**config.mk**
```make
export PLATFORM = sky130hd
export DESIGN_NAME = tcp_syn_option_parser
export DESIGN_NICKNAME = d
export VERILOG_FILES = /design/src/rtl/tsop_pkg.sv /design/src/rtl/tsop_parse.sv /design/src/rtl/tsop_out.sv /design/src/rtl/tcp_syn_option_parser.sv
export SDC_FILE = /design/constraint.sdc
export NUM_CORES = 1
export LEC_CHECK = 0
export ABC_AREA = 1
export BUFFER_PORTS_ARGS = -buffer_cell sky130_fd_sc_hd__buf_2
export CAP_MARGIN = 0
export CORE_MARGIN = 8
export CORE_UTILIZATION = 35
export DETAILED_ROUTE_END_ITERATION = 8
export SLEW_MARGIN = 0
export SYNTH_ARGS = -nofsm -noshare
export SYNTH_HDL_FRONTEND = slang
export SYNTH_HIERARCHICAL = 1
export SYNTH_SLANG_ARGS = --single-unit
```
**constraint.sdc**
```tcl
create_clock -name i_clk -period 2.3 [get_ports i_clk]
set_clock_uncertainty 0.05 [all_clocks]
set_input_delay 0.23 -clock i_clk [delete_from_list [all_inputs] [get_ports i_clk]]
set_output_delay 0.23 -clock i_clk [all_outputs]
set_load 0.02 [all_outputs]
```
**src/rtl/tsop_pkg.sv**
```systemverilog
// ----------------------------------------------------------------------------
// tsop_pkg
// Shared types and codes for the TCP SYN option parser.
// ----------------------------------------------------------------------------
package tsop_pkg;

    // option kinds
    localparam logic [7:0] K_EOL   = 8'd0;
    localparam logic [7:0] K_NOP   = 8'd1;
    localparam logic [7:0] K_MSS   = 8'd2;
    localparam logic [7:0] K_WS    = 8'd3;
    localparam logic [7:0] K_SACKP = 8'd4;
    localparam logic [7:0] K_TS    = 8'd8;
    localparam logic [7:0] K_UTO   = 8'd28;
    localparam logic [7:0] K_AO    = 8'd29;

    // fixed option lengths
    localparam logic [7:0] LEN_MSS   = 8'd4;
    localparam logic [7:0] LEN_WS    = 8'd3;
    localparam logic [7:0] LEN_SACKP = 8'd2;
    localparam logic [7:0] LEN_TS    = 8'd10;
    localparam logic [7:0] LEN_UTO   = 8'd4;
    localparam logic [7:0] LEN_HDR   = 8'd2;

    // data bytes skipped after kind and length
    localparam logic [7:0] SKIP_TS  = 8'd8;
    localparam logic [7:0] SKIP_UTO = 8'd2;

    localparam logic [15:0] OWN_MSS_RESET = 16'd1460;

    typedef enum logic [1:0] {
        E_OK      = 2'd0,
        E_UNKNOWN = 2'd1,
        E_BADLEN  = 2'd2,
        E_TRUNC   = 2'd3
    } t_err;

    typedef enum logic [2:0] {
        PH_KIND   = 3'd0,
        PH_LEN    = 3'd1,
        PH_SKIP   = 3'd2,
        PH_MSS_HI = 3'd3,
        PH_MSS_LO = 3'd4,
        PH_WS     = 3'd5,
        PH_DONE   = 3'd6
    } t_phase;

    // flag bits
    localparam int FLAG_SACK = 0;
    localparam int FLAG_TS   = 1;

    typedef struct packed {
        logic [15:0] mss;
        logic [7:0]  wnd_scale;
        logic        sack_ok;
        logic        tstamp_seen;
        t_err        error_code;
    } t_result;

endpackage

```
**src/rtl/tsop_parse.sv**
```systemverilog
// ----------------------------------------------------------------------------
// tsop_parse
// Per-byte option parser: holds the parse state and accumulators and
// builds the summary on the last byte of an option area.
// ----------------------------------------------------------------------------
module tsop_parse import tsop_pkg::*; (
    input  logic        i_clk,
    input  logic        i_rst_n,
    input  logic        i_cfg_we,
    input  logic [15:0] i_cfg_data,
    input  logic        i_step,
    input  logic [7:0]  i_byte,
    input  logic        i_last,
    output t_result     o_result
);

    logic [15:0] r_own_mss, n_own_mss;
    t_phase      r_phase, n_phase;
    logic [7:0]  r_kind, n_kind;
    logic [7:0]  r_left, n_left;
    logic [15:0] r_mss_acc, n_mss_acc;
    logic [7:0]  r_scale, n_scale;
    logic [1:0]  r_flags, n_flags;
    t_err        r_err, n_err;

    t_phase      s_phase;
    logic [7:0]  s_left;
    logic [15:0] s_mss_acc;
    logic [7:0]  s_scale;
    logic [1:0]  s_flags;
    t_err        s_err;
    logic [7:0]  s_kind;
    logic [15:0] s_peer;
    logic [7:0]  s_left_dec;
    logic [7:0]  s_ao_left;

    assign s_peer     = {r_left, i_byte};
    assign s_left_dec = r_left - 8'd1;
    assign s_ao_left  = i_byte - LEN_HDR;

    // one parse step on the current byte
    always_comb begin
        s_phase   = r_phase;
        s_kind    = r_kind;
        s_left    = r_left;
        s_mss_acc = r_mss_acc;
        s_scale   = r_scale;
        s_flags   = r_flags;
        s_err     = r_err;
        unique case (r_phase)
            PH_KIND: begin
                case (i_byte) inside
                    K_EOL: s_phase = PH_DONE;
                    K_NOP: s_phase = PH_KIND;
                    K_MSS, K_WS, K_SACKP, K_TS, K_UTO, K_AO: begin
                        s_kind  = i_byte;
                        s_phase = PH_LEN;
                    end
                    default: begin
                        s_err   = E_UNKNOWN;
                        s_phase = PH_DONE;
                    end
                endcase
            end
            PH_LEN: begin
                case (r_kind)
                    K_MSS: begin
                        if (i_byte == LEN_MSS) s_phase = PH_MSS_HI;
                        else begin
                            s_err   = E_BADLEN;
                            s_phase = PH_DONE;
                        end
                    end
                    K_WS: begin
                        if (i_byte == LEN_WS) s_phase = PH_WS;
                        else begin
                            s_err   = E_BADLEN;
                            s_phase = PH_DONE;
                        end
                    end
                    K_SACKP: begin
                        if (i_byte == LEN_SACKP) begin
                            s_flags[FLAG_SACK] = 1'b1;
                            s_phase            = PH_KIND;
                        end else begin
                            s_err   = E_BADLEN;
                            s_phase = PH_DONE;
                        end
                    end
                    K_TS: begin
                        if (i_byte == LEN_TS) begin
                            s_left  = SKIP_TS;
                            s_phase = PH_SKIP;
                        end else begin
                            s_err   = E_BADLEN;
                            s_phase = PH_DONE;
                        end
                    end
                    K_UTO: begin
                        if (i_byte == LEN_UTO) begin
                            s_left  = SKIP_UTO;
                            s_phase = PH_SKIP;
                        end else begin
                            s_err   = E_BADLEN;
                            s_phase = PH_DONE;
                        end
                    end
                    default: begin
                        // authentication option, variable length
                        if (i_byte < LEN_HDR) begin
                            s_err   = E_BADLEN;
                            s_phase = PH_DONE;
                        end else begin
                            s_left  = s_ao_left;
                            s_phase = (s_ao_left == 8'd0) ? PH_KIND : PH_SKIP;
                        end
                    end
                endcase
            end
            PH_SKIP: begin
                s_left = s_left_dec;
                if (s_left_dec == 8'd0) begin
                    if (r_kind == K_TS) s_flags[FLAG_TS] = 1'b1;
                    s_phase = PH_KIND;
                end
            end
            PH_MSS_HI: begin
                s_left  = i_byte;
                s_phase = PH_MSS_LO;
            end
            PH_MSS_LO: begin
                if (s_peer < r_own_mss) s_mss_acc = s_peer;
                s_left  = 8'd0;
                s_phase = PH_KIND;
            end
            PH_WS: begin
                s_scale = i_byte;
                s_phase = PH_KIND;
            end
            default: begin
                // done or unused code: ignore the rest of the area
            end
        endcase
    end

    // summary for the last byte, with the truncation check
    always_comb begin
        o_result.mss         = s_mss_acc;
        o_result.wnd_scale   = s_scale;
        o_result.sack_ok     = s_flags[FLAG_SACK];
        o_result.tstamp_seen = s_flags[FLAG_TS];
        o_result.error_code  = s_err;
        if ((s_phase == PH_LEN || s_phase == PH_SKIP || s_phase == PH_MSS_HI ||
             s_phase == PH_MSS_LO || s_phase == PH_WS) && s_err == E_OK) begin
            o_result.error_code = E_TRUNC;
        end
    end

    // next state: config write, step, or rearm after the last byte
    always_comb begin
        n_own_mss = r_own_mss;
        n_phase   = r_phase;
        n_kind    = r_kind;
        n_left    = r_left;
        n_mss_acc = r_mss_acc;
        n_scale   = r_scale;
        n_flags   = r_flags;
        n_err     = r_err;
        if (i_cfg_we) begin
            n_own_mss = i_cfg_data;
            n_mss_acc = i_cfg_data;
        end else if (i_step) begin
            if (i_last) begin
                n_phase   = PH_KIND;
                n_kind    = 8'd0;
                n_left    = 8'd0;
                n_mss_acc = r_own_mss;
                n_scale   = 8'd0;
                n_flags   = 2'd0;
                n_err     = E_OK;
            end else begin
                n_phase   = s_phase;
                n_kind    = s_kind;
                n_left    = s_left;
                n_mss_acc = s_mss_acc;
                n_scale   = s_scale;
                n_flags   = s_flags;
                n_err     = s_err;
            end
        end
    end

    // state registers
    always_ff @(posedge i_clk) begin
        if (!i_rst_n) begin
            r_own_mss <= OWN_MSS_RESET;
            r_phase   <= PH_KIND;
            r_kind    <= 8'd0;
            r_left    <= 8'd0;
            r_mss_acc <= OWN_MSS_RESET;
            r_scale   <= 8'd0;
            r_flags   <= 2'd0;
            r_err     <= E_OK;
        end else begin
            r_own_mss <= n_own_mss;
            r_phase   <= n_phase;
            r_kind    <= n_kind;
            r_left    <= n_left;
            r_mss_acc <= n_mss_acc;
            r_scale   <= n_scale;
            r_flags   <= n_flags;
            r_err     <= n_err;
        end
    end

    // a summary beat leaves the parser rearmed
    a_rearm: assert property (@(posedge i_clk) disable iff (!i_rst_n)
        (i_step && i_last && !i_cfg_we) |=>
            (r_phase == PH_KIND && r_flags == 2'd0 && r_err == E_OK &&
             r_mss_acc == r_own_mss))
        else $error("parser not rearmed after last byte");

    // a recorded error parks the parser in the done phase
    a_err_done: assert property (@(posedge i_clk) disable iff (!i_rst_n)
        (r_err != E_OK) |-> (r_phase == PH_DONE))
        else $error("error recorded outside done phase");

    // the first error is kept until the area ends
    a_err_hold: assert property (@(posedge i_clk) disable iff (!i_rst_n)
        (r_err != E_OK && !(i_step && i_last)) |=> $stable(r_err))
        else $error("recorded error changed inside area");

    // negotiated mss never exceeds the local value
    a_mss_bound: assert property (@(posedge i_clk) disable iff (!i_rst_n)
        (r_mss_acc <= r_own_mss))
        else $error("mss accumulator above own mss");

endmodule

```
**src/rtl/tsop_out.sv**
```systemverilog
// ----------------------------------------------------------------------------
// tsop_out
// Result register: holds one summary beat until the receiver takes it.
// ----------------------------------------------------------------------------
module tsop_out import tsop_pkg::*; (
    input  logic    i_clk,
    input  logic    i_rst_n,
    input  logic    i_load,
    input  t_result i_result,
    output logic    o_free,
    output logic    o_valid,
    input  logic    i_ready,
    output t_result o_result
);

    logic    r_valid, n_valid;
    t_result r_result;

    assign o_free   = !r_valid || i_ready;
    assign o_valid  = r_valid;
    assign o_result = r_result;

    // valid flag: set on load, cleared when taken
    always_comb begin
        n_valid = r_valid;
        if (i_load)            n_valid = 1'b1;
        else if (i_ready)      n_valid = 1'b0;
    end

    always_ff @(posedge i_clk) begin
        if (!i_rst_n) begin
            r_valid <= 1'b0;
        end else begin
            r_valid <= n_valid;
        end
    end

    // payload, no reset needed
    always_ff @(posedge i_clk) begin
        if (i_load) begin
            r_result <= i_result;
        end
    end

    // never overwrite a beat the receiver has not taken
    a_no_overwrite: assert property (@(posedge i_clk) disable iff (!i_rst_n)
        !(i_load && r_valid && !i_ready))
        else $error("result register overwritten while stalled");

    // a stalled beat stays in place
    a_hold: assert property (@(posedge i_clk) disable iff (!i_rst_n)
        (r_valid && !i_ready) |=> (r_valid && $stable(r_result)))
        else $error("stalled result changed");

endmodule

```
**src/rtl/tcp_syn_option_parser.sv**
```systemverilog
// ----------------------------------------------------------------------------
// tcp_syn_option_parser
// Byte-serial parser for the option area of a TCP SYN header.
// ----------------------------------------------------------------------------
// Usage:
//   Input channel (i_valid/o_ready) carries one option byte per beat,
//   with i_last high on the final byte of the area. Only the last byte
//   produces a result beat on the output channel (o_valid/i_ready):
//   negotiated mss, window scale, sack and timestamp flags, error code.
//   Config channel (i_cfg_valid/o_cfg_ready) writes own mss; ready while
//   no byte is held in the input register, and meant to be written only
//   while the parser is idle. A write also reloads the mss accumulator.
//   The last byte passes the input register, then the result register,
//   before o_valid rises. Throughput: one byte per cycle unless a last
//   byte meets a busy result register, set by the combinational parse
//   step between the input register and the result register.
//   Reset (synchronous, active low) rearms the parser and sets own mss
//   to 1460. When the receiver stalls, the result register holds its beat;
//   non-last bytes keep flowing, and a last byte waits in the input
//   register, with o_ready low, until the result register frees.
// ----------------------------------------------------------------------------
module tcp_syn_option_parser import tsop_pkg::*; (
    input  logic        i_clk,
    input  logic        i_rst_n,
    // config write channel
    input  logic        i_cfg_valid,
    output logic        o_cfg_ready,
    input  logic [15:0] i_own_mss,
    // option byte channel
    input  logic        i_valid,
    output logic        o_ready,
    input  logic [7:0]  i_opt_byte,
    input  logic        i_last,
    // result channel
    output logic        o_valid,
    input  logic        i_ready,
    output logic [15:0] o_mss,
    output logic [7:0]  o_wnd_scale,
    output logic        o_sack_ok,
    output logic        o_tstamp_seen,
    output logic [1:0]  o_error_code
);

    logic       r_in_valid, n_in_valid;
    logic [7:0] r_in_byte;
    logic       r_in_last;

    logic       s_out_free;
    logic       s_step;
    logic       s_cfg_we;
    t_result    s_result;
    t_result    s_out;

    // config write never meets a parse step of a held byte
    assign o_cfg_ready = !r_in_valid;
    assign s_cfg_we    = i_cfg_valid && o_cfg_ready;

    // a held byte moves on unless it is last and the result slot is busy
    assign s_step  = r_in_valid && (!r_in_last || s_out_free);
    assign o_ready = !r_in_valid || s_step;

    always_comb begin
        n_in_valid = r_in_valid;
        if (i_valid && o_ready) n_in_valid = 1'b1;
        else if (s_step)        n_in_valid = 1'b0;
    end

    // input register
    always_ff @(posedge i_clk) begin
        if (!i_rst_n) begin
            r_in_valid <= 1'b0;
        end else begin
            r_in_valid <= n_in_valid;
        end
    end

    always_ff @(posedge i_clk) begin
        if (i_valid && o_ready) begin
            r_in_byte <= i_opt_byte;
            r_in_last <= i_last;
        end
    end

    tsop_parse u_parse (
        .i_clk      (i_clk),
        .i_rst_n    (i_rst_n),
        .i_cfg_we   (s_cfg_we),
        .i_cfg_data (i_own_mss),
        .i_step     (s_step),
        .i_byte     (r_in_byte),
        .i_last     (r_in_last),
        .o_result   (s_result)
    );

    tsop_out u_out (
        .i_clk    (i_clk),
        .i_rst_n  (i_rst_n),
        .i_load   (s_step && r_in_last),
        .i_result (s_result),
        .o_free   (s_out_free),
        .o_valid  (o_valid),
        .i_ready  (i_ready),
        .o_result (s_out)
    );

    assign o_mss         = s_out.mss;
    assign o_wnd_scale   = s_out.wnd_scale;
    assign o_sack_ok     = s_out.sack_ok;
    assign o_tstamp_seen = s_out.tstamp_seen;
    assign o_error_code  = s_out.error_code;

    // a last byte only leaves the input register into a free result slot
    a_last_gated: assert property (@(posedge i_clk) disable iff (!i_rst_n)
        (r_in_valid && r_in_last && o_valid && !i_ready) |=> r_in_valid)
        else $error("last byte dropped while result stalled");

endmodule
```
Word-level counts from Yosys, hierarchy flattened
Cells that the tools add are included.
- bits of input ports: 30
- word-level logic and storage cells: 138
- bits in registers: 102
- reductions and logical operators: 33
- muxes and demuxes: 54
- bitwise logic cells: 1
- add/sub/neg operators: 2
- equal/unequal tests: 29
- $lt $le $gt $ge: 2
- operators by type and width (kind ; count):
    $mux 8 ; 11
    $mux 16 ; 5
    $eq 8x2->1 const B ; 4
    $pmux 8 s4 ; 1
    $mux 3 ; 10
    $pmux 3 s5 ; 2
    $eq 8x4->1 const B ; 3
    $eq 8x5->1 const B ; 3
    $logic_not 8->1 ; 3
    $mux 2 ; 12
    $pmux 8 s3 ; 1
    $eq 8x3->1 const B ; 2
    $lt 16x16->1 ; 1
    $eq 3x2->1 const B ; 4
    $eq 3x3->1 const B ; 4
    $mux 1 ; 10
    $reduce_bool 2->1 ; 5
    $eq 8x1->1 const B ; 1
    $lt 8x2->1 const B ; 1
    $ne 4x3->1 const B ; 2
    $pmux 2 s4 ; 1
    $sub 8x1->8 const B ; 1
    $sub 8x2->8 const B ; 1
    $logic_or 1x1->1 ; 7
    17 further kinds ; 26

Depth between registers and ports, before layout
Gate-level depths: netlist of the first run.
- depth in word-level cells: 12
- gate-level depth with buffers: 16
- mapped depth without buffers: 16

By module
The synthesis of the first run kept the hierarchy.
- modules (own cells, without submodules) (module ; area an instance (µm²) ; seq. area each (µm²) ; times used ; cells each):
    tsop_parse ; 4478.0 ; 1261.2 ; 1 ; 731
    tsop_out ; 887.1 ; 860.8 ; 1 ; 34
    tcp_syn_option_parser ; 346.6 ; 290.3 ; 1 ; 23

Worst setup path before layout of the first run
OpenSTA, ideal clock, no wires.
- kind: register to register
- from: reg r_in_byte[1]
- to: reg u_out.r_result, in the netlist u_out/o_result[0] (data pin)
- period minus slack after synthesis: 2.035 ns
- cell stages (with the launch flop): 15
- path buffers: 0
- arrival time: 1.731 ns
- required time: 1.997 ns
- library setup time: 0.253 ns
- setup slack: 0.265 ns
- path through: edfxtp_1 inv_2 ha_1 inv_1 nor2_1 nand2_1 xor2_1 inv_1 nand3_1 o21ai_1 nand3_1 nand2_1 nand2_1 nand2_1 nand2_1
- word-level cells in the longest chain between the ends: 12
- ends and longest elaborated chain (what ; line ; RTL):
    from (decl) ; tcp_syn_option_parser.sv:45 ; logic [7:0] r_in_byte;
    from (signal assigned) ; tcp_syn_option_parser.sv:79 ; r_in_byte <= i_opt_byte;
    $sub 8x2->8 (tied with other cells) ; tsop_parse.sv:39 ; assign s_ao_left = i_byte - LEN_HDR;
    $logic_not 8->1 / $reduce_or 6->1 (equally long branches) ; tsop_parse.sv:115, tsop_parse.sv:52 ;
    $mux 2 / $mux 3 (equally long branches) ; tsop_parse.sv:115, tsop_parse.sv:52 ;
    $mux 3 (on tied branches) ; tsop_parse.sv:110, tsop_parse.sv:52 ;
    $pmux 3 s5 / $mux 3 (equally long branches) ; tsop_parse.sv:66, tsop_parse.sv:52 ;
    $pmux 3 s5 ; tsop_parse.sv:50 ; unique case (r_phase)
    $eq 3x1->1 / $eq 3x2->1 (equally long branches) ; tsop_parse.sv:153 ; if ((s_phase == PH_LEN || s_phase == PH_SKIP || s_phase == PH_MSS_HI ||
    $logic_or 1x1->1 (3 in series) ; tsop_parse.sv:153 ;
    $logic_or 1x1->1 ; tsop_parse.sv:154 ; s_phase == PH_MSS_LO || s_phase == PH_WS) && s_err == E_OK) begin
    $logic_and 1x1->1 ; tsop_parse.sv:154 ;
    to (signal assigned) ; tsop_out.sv:41 ; r_result <= i_result;
    to (decl) ; tsop_out.sv:17 ; t_result r_result;
Parallel ways exist; a longest one is shown, timed or not.
A chain may end at the register's enable or synchronous reset.

Final worst setup path of the first run
Ends and elaborated chain as after synthesis.

==> key figures, run 1 <==
STA
  – Slew Viols, Final: 0
  – Final hold violation count: 0
  – Setup TNS: 0 ns
  – Slew @ Worst Pin: 0.839 ns
  – Fin crit period: 2.12 ns
  – Crit share post-route: 92.0%
  – Final setup margin: 0.184 ns
  – Setup violations, final: 0
  – Slew HR: 44.0%
  – RSZ-0062 raised after global routing: yes
  – WHS: 0.0139 ns
  – Achievable Freq: 0.473 GHz

Synth
  – Synth Register Bits: 102
  – Sequential-to-total area share from yosys stat: 42.2%
  – Mapped Area: 5710 sq um
  – Synthesis warning total: 6
  – Mapped Nets: 836
  – Most frequent cell after synthesis: nand2_1
  – EDFF count, synth: 37
  – Syn Inst Count: 788
  – Main area contributors after synthesis: dfxtp_1 (23%), edfxtp_1 (19%), nand2_1 (15%), a21oi_1 (6.8%), nor2_1 (5.3%)
  – Largest area contributor in the netlist: dfxtp_1
  – Commonest cells post-synth: nand2_1 (229), nor2_1 (80), a21oi_1 (78), inv_1 (67), dfxtp_1 (65)
  – Distinct cells, synth: 47
  – Post-synth top area share: 22.8%
  – Asr flop ratio synth: 0%
  – Main synth FF type: dfxtp_1
  – Syn avg cell area: 7.25 sq um

Drt
  – 1st-pass router iterations: 5
  – DR iter-0 viols: 486
  – Antenna-violating nets left: 0
  – WL per Instance: 14.5 microns
  – Vias/cell: 4.86
  – Vias: 5300
  – Total Wirelength: 15.8 mm
  – DR DRC count: 0

CTS
  – Clk_lat worst skew: 0.36 ns
  – Max clock buf depth: 2
  – H-tree levels: 3
  – Worst-path clk slew: 0.07 ns
  – Clk sinks: 102
  – CTS tree: yes
  – Inserted Clock Buffers: 9
  – Root Buffer: clkbuf_16

Setup path
  – Worst Reg-to-Reg Cells: 14
  – CP Data Required Time: 2.37 ns
  – R2r startpoint: r_in_byte[1]$_DFFE_PP_
  – Crit-path max FO: 4
  – Reg2Reg Capture Point: u_out/o_result[0]$_DFFE_PP_
  – R2R Setup Slk: 0.18 ns
  – CP Class: reg2reg
  – Crit path capture type: register
  – CP arrival: 2.18 ns
  – Crit start category: register

Hold path
  – Hold endpoint: r_in_byte[3]$_DFFE_PP_
  – HP Start: i_opt_byte[3]
  – Hold Path Stages: 1
  – Hold WC Path Type: in2reg

Placed design
  – PortBufs: 60
  – DP Wirelength: 11.8 mm
  – RePlAce Congestion: 0.913
  – Setup slack after placement: 0.105 ns
  – Post-DP Area: 6390 sq um

Global route
  – Vias in the first global route: 4889
  – Initial antenna violation count: 0
  – Largest net degree at the start of global routing: 33
  – Global-route wire length before repair: 25.3 mm
  – GR Overflow Total: 0
  – Total track usage: 15.7%

Die
  – Row cnt: 46
  – Io pins: 61
  – Total core area: 15900 sq um
  – Chip width: 144 microns
  – Initial cell density of the core: 35.8%
  – Die Area: 20700 sq um
  – Die H: 144 microns

Final layout
  – Fin area: 6760 sq um
  – Area Growth Syn to Fin: 18.3%
  – Antenna cells: 0
  – Layout cells sized above 1: 18.6%
  – Core Util, Final: 42.4%
  – # nets final: 917

Power and ir drop
  – Pwr Density: 599 nW/um^2
  – VDD IR max: 0.441 mV
  – Leakage: 2.98 nW

Run
  – Max-Cap Viols: 0

Run status
  – Status: complete, no violations
[power breakdown]
| part | switching [W] | internal (W) |
|---|---|---|
| combinational | 0.000386 | 0.000218 |
| clock | 0.000708 | 0.000743 |
| sequential | 0.0000443 | 0.00195 |
| total | 0.00114 | 0.00291 |
[area by class of cell]
| type | instances | area, sq um |
|---|---|---|
| inverter | 85 | 322 |
| timing repair buffer | 96 | 613 |
| clock inverter | 6 | 46.3 |
| multi-input combinational | 575 | 2860 |
| fill | 1667 | 9190 |
| sequential | 102 | 2410 |
| clock buffer | 10 | 229 |
| tap | 216 | 270 |
[critical path: stages (launching register included)]
cell	delay, ns
edfxtp_1	0.44
inv_2	0.08
ha_1	0.16
inv_1	0.05
nor2_2	0.15
nand2_1	0.08
xor2_1	0.14
inv_1	0.08
nand3_1	0.14
o21ai_1	0.17
nand3_1	0.11
nand2_1	0.07
nand2_1	0.05
nand2_1	0.07
nand2_1	0.05
[worst max-delay path by stage]
stage	depth (start not counted)	end	slack, ns	startpoint
final	14	u_out/o_result[0]$_DFFE_PP_	0.18	r_in_byte[1]$_DFFE_PP_
after global routing	14	u_out/o_result[0]$_DFFE_PP_	-0.009	r_in_byte[1]$_DFFE_PP_
after CTS	14	u_out/o_result[0]$_DFFE_PP_	0.10	u_parse/r_left[0]$_SDFFE_PN0P_
after detailed placement	14	u_out/o_result[0]$_DFFE_PP_	0.11	u_parse/r_left[0]$_SDFFE_PN0P_
after global placement	14	u_out/o_result[0]$_DFFE_PP_	0.11	u_parse/r_left[0]$_SDFFE_PN0P_
after floorplan	14	u_out/o_result[0]$_DFFE_PP_	0.27	r_in_byte[1]$_DFFE_PP_
[routing by layer]
metal / track usage (%) / part of all wire [%]
met1: 22.3 / 49
met2: 23.4 / 42
met3: 3.75 / 7.2
met4: 3.54 / 1.2
met5: 0 / 0
[timing repair]
item / in CTS / in global routing
hold buffers: 7 / 0
buffers inserted: 0 / 1
endpoints found under the hold margin: 7 / 0
endpoints found under the setup margin: 0 / 8
resized for setup: 0 / 8
[placed cells by master, fill, tap and decap left out, types with 18 or more instances in the layout]
cell type,instances
nor2_1,75
nand2_1,229
nand3_1,48
ha_1,18
buf_4,27
inv_1,66
buf_2,60
a21oi_1,78
edfxtp_1,37
dfxtp_1,63
o21ai_0,22
[kinds of logic (layout without fill, tap and decap cells)]
| logic type | after synthesis | after routing | share of synthesized area [%] |
|---|---|---|---|
| AOI/OAI and AO/OA | 149 | 149 | 14.7 |
| xor gates and xnor gates | 2 | 2 | 0.307 |
| adders and majority gates | 18 | 18 | 3.94 |
| buffers and inverters | 111 | 197 | 7.86 |
| DFF | 102 | 102 | 42.2 |
| and+or+nand+nor | 406 | 406 | 31.0 |
[flip-flops by register name, summed over array words and instances, names as in the netlist, 2 cells and up]
name,cells
u_parse/r_left,8
u_parse/r_own_mss,16
u_parse/r_flags,2
u_parse/r_scale,8
u_parse/r_phase,3
u_parse/r_kind,8
r_in_byte,8
u_parse/r_err,2
u_out/o_result,28
u_parse/r_mss_acc,16
[stage by stage]
stage               instances  power, W
floorplan                 788   0.00242
global placement         1066   0.00262
detailed placement       1066   0.00262
CTS                      1089   0.00408
global route             1090   0.00425
finish                   1090   0.00405
(Power assumes the default switching activity.)
==> run 2, diff against run 1 <==
Clock period 2.3 ns to 1.7 ns, I/O delays scaled along.
==> key figures, run 2 (synthesis gave the netlist of run 1 again) <==
Drt
  – DR DRC count: 0
  – Met3 Wirelength: 1.07 mm
  – DR iter-0 viols: 397
  – Met2 routed WL: 7.86 mm
  – Total Wirelength: 17.6 mm
  – Vias: 5805
  – Metal-1 WL: 8.52 mm
  – Max Used Layer: met4
  – WL per Instance: 14.6 microns
  – 1st-pass router iterations: 5
  – Vias/cell: 4.82
  – Antenna-violating nets left: 0

Run status
  – Status: finished with violations
  – Failing checks: setup timing

Final layout
  – Most common cell after layout, fill and taps aside: nand2_1
  – Max reg flops: 28
  – Layout cells sized above 1: 39.0%
  – Filler cells: 1545
  – Most frequent cells in the layout: nand2_1 (184), buf_4 (121), a21oi_1 (68)
  – # nets final: 1032
  – Antenna cells: 0
  – Area Growth Syn to Fin: 44.9%

CTS
  – CTS tree: yes
  – Inserted Clock Buffers: 9
  – Clk_lat worst skew: 0.36 ns
  – H-tree levels: 3
  – Clk sinks: 102
  – Root Buffer: clkbuf_16
  – Max clock buf depth: 2
  – Worst-path clk slew: 0.07 ns

Setup path
  – Crit start category: register
  – CP max-delay cell: edfxtp_1
  – Top delay family on crit path: simple AND/OR/NAND/NOR gates
  – Crit-path max FO: 4
  – CP arrival: 2.16 ns
  – CP peak stage delay: 0.45 ns
  – Crit path capture type: register
  – Worst-path cell chain: inv_2 -> ha_4 -> inv_2 -> nor2_4 -> nand2_2 -> xor2_1 -> inv_1 -> nand3_2 -> o21ai_2 -> nand3_2 -> nand2_1 -> nand2_1 -> nand2_2 -> nand2_1
  – Worst Path Buf+Inv: 3
  – CP Data Required Time: 1.77 ns
  – CP Class: reg2reg
  – Most common cell on crit path: nand2_1

STA
  – Fin crit period: 2.09 ns
  – Slew HR: 52.7%
  – Achievable Freq: 0.478 GHz
  – Setup violations, final: 56
  – Final setup margin: -0.394 ns
  – RSZ-0062 raised after global routing: yes
  – Final hold violation count: 0
  – Slew Viols, Final: 0
  – Setup TNS: -14.30 ns
  – Slew @ Worst Pin: 0.709 ns
  – Crit share post-route: 123%

Die
  – Initial cell density of the core: 35.8%
  – Chip width: 144 microns
  – Row cnt: 46
  – Io pins: 61
  – Total core area: 15900 sq um
  – Die H: 144 microns
  – Die Area: 20700 sq um

Placed design
  – Setup slack after placement: -0.421 ns
  – RePlAce Congestion: 0.937
  – PortBufs: 60
  – DP Wirelength: 13.0 mm

Power and ir drop
  – Pwr Density: 716 nW/um^2
  – VDD IR max: 0.579 mV
  – Pwr Total: 0.00593 W
  – Leakage: 3.66 nW

Global route
  – Vias in the first global route: 5504
  – Largest net degree at the start of global routing: 29
  – Initial antenna violation count: 0
  – Global-route wire length before repair: 27.7 mm
  – Total track usage: 17.1%
  – GR Overflow Total: 0

Hold path
  – Hold WC Path Type: in2reg

Run
  – Max-Cap Viols: 0
## run 2: cell types whose count changed in the layout (fill, tap and decap cells not counted), moves of 7 or more
cell	delta
buf_4	+94
nand2_1	-45
nand2_2	+32
nand3_1	-15
nand3_2	+15
nor2_1	-14
buf_6	+13
nand2_4	+12
a21oi_1	-10
a21oi_2	+9
inv_1	-8
nor2_4	+8
o21ai_2	+8
o21ai_0	-7
## run 2: worst min-delay path, stage by stage
cell and delay, ns:
buf_2 0.08, a21oi_1 0.07, o21ai_0 0.07
## run 2: layer usage
| metal | vias up | track usage [%] |
|---|---|---|
| li1 | 2977 | - |
| met1 | 2669 | 23.4 |
| met2 | 148 | 26.7 |
| met3 | 11 | 3.58 |
| met4 | 0 | 4.54 |
| met5 | - | 0 |
## run 2: what timing repair did
| item | CTS | global route |
|---|---|---|
| resized for setup | 61 | 103 |
| pin swaps | 28 | 30 |
| hold endpoints to repair | 11 | 0 |
| endpoints found under the setup margin | 57 | 66 |
| buffers inserted | 10 | 3 |
| gates cloned | 0 | 2 |
| hold buffers | 11 | 0 |
## run 2: worst paths after layout
path,slack (ns),from,cells after the start,endpoint
setup / recovery,-0.39,r_in_byte[1]$_DFFE_PP_,14,u_out/o_result[0]$_DFFE_PP_
hold / removal,0.01,i_own_mss[8],3,u_parse/r_own_mss[8]$_SDFFE_PN1P_
setup reg to reg,-0.39,r_in_byte[1]$_DFFE_PP_,14,u_out/o_result[0]$_DFFE_PP_
hold reg to reg,0.41,u_parse/r_own_mss[12]$_SDFFE_PN0P_,2,u_parse/r_own_mss[12]$_SDFFE_PN0P_
## run 2: layout make-up
| class | instances | area, sq um | area share, % |
|---|---|---|---|
| Multi-Input combinational cell | 575 | 3370 | 40.8 |
| Timing Repair Buffer | 211 | 1580 | 19.1 |
| Clock inverter | 5 | 38.8 | 0.469 |
| Inverter | 85 | 342 | 4.13 |
| Sequential cell | 102 | 2420 | 29.2 |
| Clock buffer | 11 | 254 | 3.07 |
| Tap cell | 216 | 270 | 3.26 |
## run 2: per-stage QoR
step	cell area, sq um	hold WS (ns)	utilization [%]	std cells
after floorplan	5780	0.219	-	788
after global placement	7210	0.298	45.2	1164
after detailed placement	7210	0.298	45.2	1164
after CTS	7880	0.00197	49.4	1201
after global routing	8280	0.00744	51.9	1205
final	8280	0.0104	51.9	1205
## run 2: where the power goes
group	switching, W	internal (W)
logic	0.000648	0.000520
registers	0.0000630	0.00263
clock network	0.000965	0.00110
